[config.mk]
export PLATFORM = sky130hd
export DESIGN_NAME = qave_queue
export DESIGN_NICKNAME = d
export VERILOG_FILES = /design/src/rtl/qave_pkg.sv /design/src/rtl/qave_queue.sv
export SDC_FILE = /design/constraint.sdc
export NUM_CORES = 1
export LEC_CHECK = 0
export BUFFER_PORTS_ARGS = -buffer_cell sky130_fd_sc_hd__buf_4
export CELL_PAD_IN_SITES_DETAIL_PLACEMENT = 1
export CELL_PAD_IN_SITES_GLOBAL_PLACEMENT = 1
export CORE_MARGIN = 4
export CORE_UTILIZATION = 48
export CTS_CLUSTER_SIZE = 30
export DETAILED_ROUTE_END_ITERATION = 7
export GPL_TIMING_DRIVEN = 0
export PLACE_DENSITY_LB_ADDON = 0.1
export SLEW_MARGIN = 10
export SYNTH_ARGS = -nofsm -noshare
export SYNTH_HDL_FRONTEND = slang
export SYNTH_SLANG_ARGS = --single-unit
export TNS_END_PERCENT = 5
[constraint.sdc]
create_clock -name clk -period 23.3 [get_ports clk]
set_input_delay 4.66 -clock clk [delete_from_list [all_inputs] [get_ports clk]]
set_output_delay 4.66 -clock clk [all_outputs]
set_load 0.1 [all_outputs]
[src/rtl/qave_pkg.sv]
// Shared types, constants and the quarter-wave sine table for the quad vertex emitter.
// Used by every module of the block; has no dependencies of its own.
package qave_pkg;

  localparam int SINE_TABLE_BITS = 8;
  localparam int QTR_SIZE        = 1 << SINE_TABLE_BITS;
  localparam int TABLE_IDX_W     = SINE_TABLE_BITS + 1;
  localparam int TABLE_VAL_W     = 15;
  localparam int SINE_W          = 16;
  localparam int TAYLOR_TERMS    = 8;

  localparam int ANGLE_W   = 16;
  localparam int POS_W     = 24;
  localparam int SCALE_W   = 16;
  localparam int WORD_W    = 32;
  localparam int HALF_W    = 16;
  localparam int LOCAL_W   = 32;
  localparam int PROD_W    = 48;
  localparam int ROT_W     = 49;
  localparam int SUM_W     = 50;
  localparam int ROUND_W   = 32;
  localparam int FRAC_SHIFT = 18;

  localparam int NUM_CORNERS    = 4;
  localparam int CFG_IDX_W      = 2;
  localparam int VERTS_PER_ITEM = 6;
  localparam int VERT_IDX_W     = 3;

  localparam int QUEUE_DEPTH = 2;
  localparam int QUEUE_PTR_W = (QUEUE_DEPTH > 1) ? $clog2(QUEUE_DEPTH) : 1;
  localparam int QUEUE_CNT_W = $clog2(QUEUE_DEPTH + 1);

  localparam logic [ANGLE_W-1:0] QUARTER_TURN = 16'h4000;
  localparam logic [63:0] HALF_PI_Q30 = 64'd1686629713;
  localparam logic [63:0] TAYLOR_DIV [TAYLOR_TERMS] = '{
    64'd6, 64'd20, 64'd42, 64'd72, 64'd110, 64'd156, 64'd210, 64'd272
  };

  localparam logic signed [SUM_W-1:0]   ROUND_BIAS = 50'sd131072;
  localparam logic signed [ROUND_W-1:0] POS_MAX    = 32'sd8388607;
  localparam logic signed [ROUND_W-1:0] POS_MIN    = -32'sd8388608;

  typedef enum logic [1:0] {
    CORNER_TL = 2'd0,
    CORNER_TR = 2'd1,
    CORNER_BR = 2'd2,
    CORNER_BL = 2'd3
  } corner_t;

  typedef logic [NUM_CORNERS-1:0][WORD_W-1:0] tex_set_t;

  typedef struct packed {
    logic signed [POS_W-1:0]   particle_x;
    logic signed [POS_W-1:0]   particle_y;
    logic [ANGLE_W-1:0]        angle;
    logic signed [SCALE_W-1:0] scale_x;
    logic signed [SCALE_W-1:0] scale_y;
    logic [WORD_W-1:0]         color;
    logic [WORD_W-1:0]         corner_top_left;
    logic [WORD_W-1:0]         corner_top_right;
    logic [WORD_W-1:0]         corner_bottom_right;
    logic [WORD_W-1:0]         corner_bottom_left;
  } in_item_t;

  typedef struct packed {
    logic signed [POS_W-1:0] vertex_x;
    logic signed [POS_W-1:0] vertex_y;
    logic [WORD_W-1:0]       tex_coord;
    logic [WORD_W-1:0]       vertex_color;
    logic                    last_vertex;
  } out_item_t;

  typedef struct packed {
    logic signed [POS_W-1:0]   px;
    logic signed [POS_W-1:0]   py;
    logic signed [SCALE_W-1:0] sx;
    logic signed [SCALE_W-1:0] sy;
    logic [WORD_W-1:0]         color;
    tex_set_t                  corners;
    logic signed [SINE_W-1:0]  sine;
    logic signed [SINE_W-1:0]  cosine;
  } work_t;

  typedef logic [TABLE_VAL_W-1:0] sine_table_t [QTR_SIZE+1];

  function automatic sine_table_t build_sine_table();
    sine_table_t       tbl;
    logic [63:0]       x;
    logic [63:0]       x2;
    logic [63:0]       term;
    logic [63:0]       r;
    logic signed [63:0] sum;
    for (int i = 0; i <= QTR_SIZE; i++) begin
      x    = HALF_PI_Q30 * 64'(i) / 64'(QTR_SIZE);
      x2   = (x * x) >> 30;
      term = x;
      sum  = signed'(x);
      for (int k = 0; k < TAYLOR_TERMS; k++) begin
        term = ((term * x2) >> 30) / TAYLOR_DIV[k];
        if (k[0] == 1'b0) begin
          sum = sum - signed'(term);
        end else begin
          sum = sum + signed'(term);
        end
      end
      if (sum < 0) begin
        sum = '0;
      end
      r = (unsigned'(sum) + 64'd32768) >> 16;
      if (r > 64'd16384) begin
        r = 64'd16384;
      end
      tbl[i] = r[TABLE_VAL_W-1:0];
    end
    return tbl;
  endfunction

  localparam sine_table_t SINE_TABLE = build_sine_table();

  function automatic logic signed [SINE_W-1:0] sine_lookup(input logic [ANGLE_W-1:0] a);
    logic [1:0]             quad;
    logic [TABLE_IDX_W-1:0] f;
    logic [TABLE_IDX_W-1:0] idx;
    logic [SINE_W-1:0]      mag;
    quad = a[ANGLE_W-1 -: 2];
    f    = {1'b0, a[ANGLE_W-3 -: SINE_TABLE_BITS]};
    idx  = quad[0] ? (TABLE_IDX_W'(QTR_SIZE) - f) : f;
    mag  = SINE_W'(SINE_TABLE[idx]);
    return quad[1] ? -signed'(mag) : signed'(mag);
  endfunction

  function automatic corner_t corner_of(input logic [VERT_IDX_W-1:0] v);
    corner_t c;
    unique case (v)
      3'd0:    c = CORNER_TL;
      3'd1:    c = CORNER_TR;
      3'd2:    c = CORNER_BR;
      3'd3:    c = CORNER_TL;
      3'd4:    c = CORNER_BR;
      3'd5:    c = CORNER_BL;
      default: c = CORNER_TL;
    endcase
    return c;
  endfunction

endpackage

[src/rtl/qave_queue.sv]
// Short queue of work entries between the front end and the vertex back end.
// Depends on qave_pkg for the entry type and the queue depth.
module qave_queue (
  input  logic            clk,
  input  logic            rst,
  input  logic            push_valid,
  output logic            push_ready,
  input  qave_pkg::work_t push_data,
  output logic            pop_valid,
  input  logic            pop_ready,
  output qave_pkg::work_t pop_data
);

  qave_pkg::work_t                   slots [qave_pkg::QUEUE_DEPTH];
  logic [qave_pkg::QUEUE_PTR_W-1:0] rd_ptr;
  logic [qave_pkg::QUEUE_PTR_W-1:0] wr_ptr;
  logic [qave_pkg::QUEUE_CNT_W-1:0] count;
  logic                              push;
  logic                              pop;

  function automatic logic [qave_pkg::QUEUE_PTR_W-1:0] bump(
    input logic [qave_pkg::QUEUE_PTR_W-1:0] p
  );
    if (p == qave_pkg::QUEUE_PTR_W'(qave_pkg::QUEUE_DEPTH - 1)) begin
      return '0;
    end
    return p + 1'b1;
  endfunction

  assign push_ready = (count != qave_pkg::QUEUE_CNT_W'(qave_pkg::QUEUE_DEPTH));
  assign pop_valid  = (count != '0);
  assign push       = push_valid && push_ready;
  assign pop        = pop_valid && pop_ready;
  assign pop_data   = slots[rd_ptr];

  always_ff @(posedge clk) begin
    if (rst) begin
      rd_ptr <= '0;
      wr_ptr <= '0;
      count  <= '0;
    end else begin
      if (push) begin
        wr_ptr <= bump(wr_ptr);
      end
      if (pop) begin
        rd_ptr <= bump(rd_ptr);
      end
      if (push && !pop) begin
        count <= count + 1'b1;
      end else if (pop && !push) begin
        count <= count - 1'b1;
      end
    end
  end

  always_ff @(posedge clk) begin
    if (push) begin
      slots[wr_ptr] <= push_data;
    end
  end

endmodule

==> results_dict.tcl <==
set metrics [dict create \
    via_per_inst 5.10 \
    dieHeight_um 213 \
    run_status "finished clean" \
    max_cap_violations 0 \
    area_delta_synth_final_pct 34.3 \
    h-tree-depth 2 \
    syn_nets 1147 \
    via_count 10600 \
    wl_per_cell_um 26.0 \
    fin_crit_ns 6.82 \
    yosysTopAreaCell "edfxtp_1" \
    ios 550 \
    root_buffer "clkbuf_16" \
    port_buffers 549 \
    worstHoldEndpoint "rd_ptr" \
    reg2reg_depth 5 \
    drtIter0Drc 617 \
    r2r_start "count[0]" \
    post_cts_buffers 0 \
    r2r_end "slots[1][226]" \
    period_share_pct 29.3 \
    drtPass1Iterations 4 \
    cp_data_required_time_ns 18.64 \
    seq_area_frac_synth_pct 81.5 \
    clkSinkCount 549 \
    cts_buffer_depth 3 \
    hold_violations 0 \
    num_rows 74 \
    synth_edf_count 544 \
    hold-path-cell-count 2 \
    hpwl_um 38900 \
    fin_tns_setup_ns 0 \
    grt_first_pass_wirelength_um 75900 \
    power_density_nw_per_um2 150 \
    grt_max_degree 107 \
    yosysWarnings 0 \
    hold_start "rd_ptr" \
    fmax_mhz 147 \
    layout-drive-gt1-share_pct 61.7 \
    totalPowerFinal_w 0.00405 \
    cts_resized 0 \
    drc 0 \
    synth.area.top_cells "edfxtp_1 (81%), mux2_2 (11%), mux2_4 (6.0%)" \
    die_x_um 213 \
    hp-class "flip-flop to flip-flop" \
    cts_tree "yes" \
    cp_max_fo 10 \
    synth_seq_cells 549 \
    async_flop_share_pct 0 \
    synth_area_um2 20200 \
    gp_congestion 0.772 \
    synth_ff_type "edfxtp_1" \
    fin_area_um2 27100 \
    leakage_nw 10.3 \
    slew_viol_final 0 \
    nets 1762 \
    coreArea_um2 41200 \
    synthDistinctLibCells 20 \
    synth_top_cell_area_share_pct 81.0 \
    grt-ovfl-total 0 \
    antenna_left 0 \
    utilization_pct 65.7 \
    path_class "flip-flop to output pin" \
    cts_inserted_buffers 56 \
    vdd_ir_drop_max_mv 0.115 \
    endpoint_kind "output pin" \
    insertion_delay_ns 0.58 \
    setup_viol 0 \
    synth_common_cells "edfxtp_1 (544), mux2_2 (192), mux2_4 (80), buf_4 (11), buf_2 (10)" \
    dieArea_um2 45300 \
    grt_use_total_pct 23.0 \
    syn_avg_cell_area_um2 23.2 \
    dpl_cell_area_um2 25200 \
    wl_um 53900 \
    grt_setup_unrepaired "false" \
    ctsHoldBuffers 0 \
    max-slew-margin-rel_pct 60.9 \
    ff2ff_setup_slack_ns 20.86 \
    antenna_found_initial 12 \
    initial_core_util_pct 48.9 \
    start_kind "flip-flop" \
    syn_inst 870 \
    clock_skew_ns 0.0207 \
    worst_pin_slew_ns 0.587 \
    arrival_ns 2.16 \
    clk_pin_slew_ns 0.06 \
    grt_pass1_vias 11800 \
    synth.most_common_cell "edfxtp_1" \
]
==> logic make-up (layout without fill, tap and decap cells) <==
group | Yosys count | count (layout) | synth area share, %
other | 0 | 7 | 0
XOR/XNOR | 3 | 3 | 0.130
AO/OA/AOI/OAI | 5 | 5 | 0.149
flip-flops | 549 | 549 | 81.5
AND/OR/NAND/NOR | 9 | 9 | 0.248
buffers and inverters | 31 | 694 | 1.18
adder cells (fa/ha/maj) | 1 | 1 | 0.0621
multiplexers | 272 | 272 | 16.7
==> metal layers <==
layer / wire (um) / up-vias / share of wire [%] / track usage [%]
li1: - / 4723 / - / -
met1: 17200 / 5318 / 32 / 23.3
met2: 28700 / 403 / 53 / 41.4
met3: 5950 / 102 / 11 / 10.7
met4: 1990 / 12 / 3.7 / 8.73
met5: 85 / - / 0.16 / 0
==> power breakdown <==
group          leakage, nW  total (W)  internal, W  switching, W
clock network        0.928   0.000917     0.000546      0.000371
registers             5.12    0.00126      0.00123     0.0000301
logic                 4.22    0.00187     0.000432       0.00144
total                 10.3    0.00405      0.00221       0.00184
==> stage by stage <==
step,hold slack (ns),std cells,worst slack [ns]
2_1_floorplan,0.471,870,11.73
3_3_place_gp,0.488,1951,7.81
3_5_place_dp,0.512,1959,16.73
4_1_cts,0.530,2065,16.39
5_1_grt,0.568,2070,16.33
6_report,0.520,2072,16.48
==> worst max-delay path, stage by stage, from the launching register on <==
cell	delay, ns
dfxtp_1	0.32
buf_2	0.34
buf_4	0.28
mux2_2	0.38
buf_4	0.25
==> worst max path at each step <==
stage / from / to / slack (ns) / cells past startpoint
after global routing: flip-flop / pop_data[136] / 16.33 / 4
final: flip-flop / pop_data[136] / 16.48 / 4
after global placement: push_valid / slots[1][227] / 7.81 / 2
after CTS: flip-flop / pop_data[136] / 16.39 / 4
after floorplan: push_valid / slots[1][0] / 11.73 / 1
after detailed placement: push_valid / slots[1][227] / 16.73 / 5
==> layout by cell type, fill, tap and decap left out, types with 2 or more instances in the layout <==
cell / netlist / routed
a21oi_1: 2 / 2
buf_12: 0 / 3
buf_16: 0 / 5
buf_2: 10 / 10
buf_4: 11 / 560
buf_6: 9 / 9
bufinv_16: 0 / 9
clkbuf_1: 0 / 4
clkbuf_16: 0 / 57
clkinv_1: 0 / 19
clkinv_2: 0 / 11
clkinvlp_4: 0 / 2
dfxtp_1: 5 / 5
diode_2: 0 / 7
edfxtp_1: 544 / 544
inv_6: 0 / 2
mux2_2: 192 / 192
mux2_4: 80 / 80
nor2_1: 3 / 3
o21ai_0: 2 / 2
xor2_1: 3 / 3
==> sequential cells by signal, summed over array words and instances, names as in the netlist, named ones only <==
| register | cells |
|---|---|
| count | 2 |
| rd_ptr | 1 |
| slots | 544 |
| wr_ptr | 1 |
==> cell type report <==
class                           count  area (um^2)
Antenna cell                        7         17.5
Buffer                             30          234
Clock buffer                       61         1440
Clock inverter                     45          454
Fill cell                        3513        14100
Inverter                            1         11.3
Multi-Input combinational cell    290         3490
Sequential cell                   549        16400
Tap cell                          532          666
Timing Repair Buffer              557         4320
(Power assumes the default switching activity.)
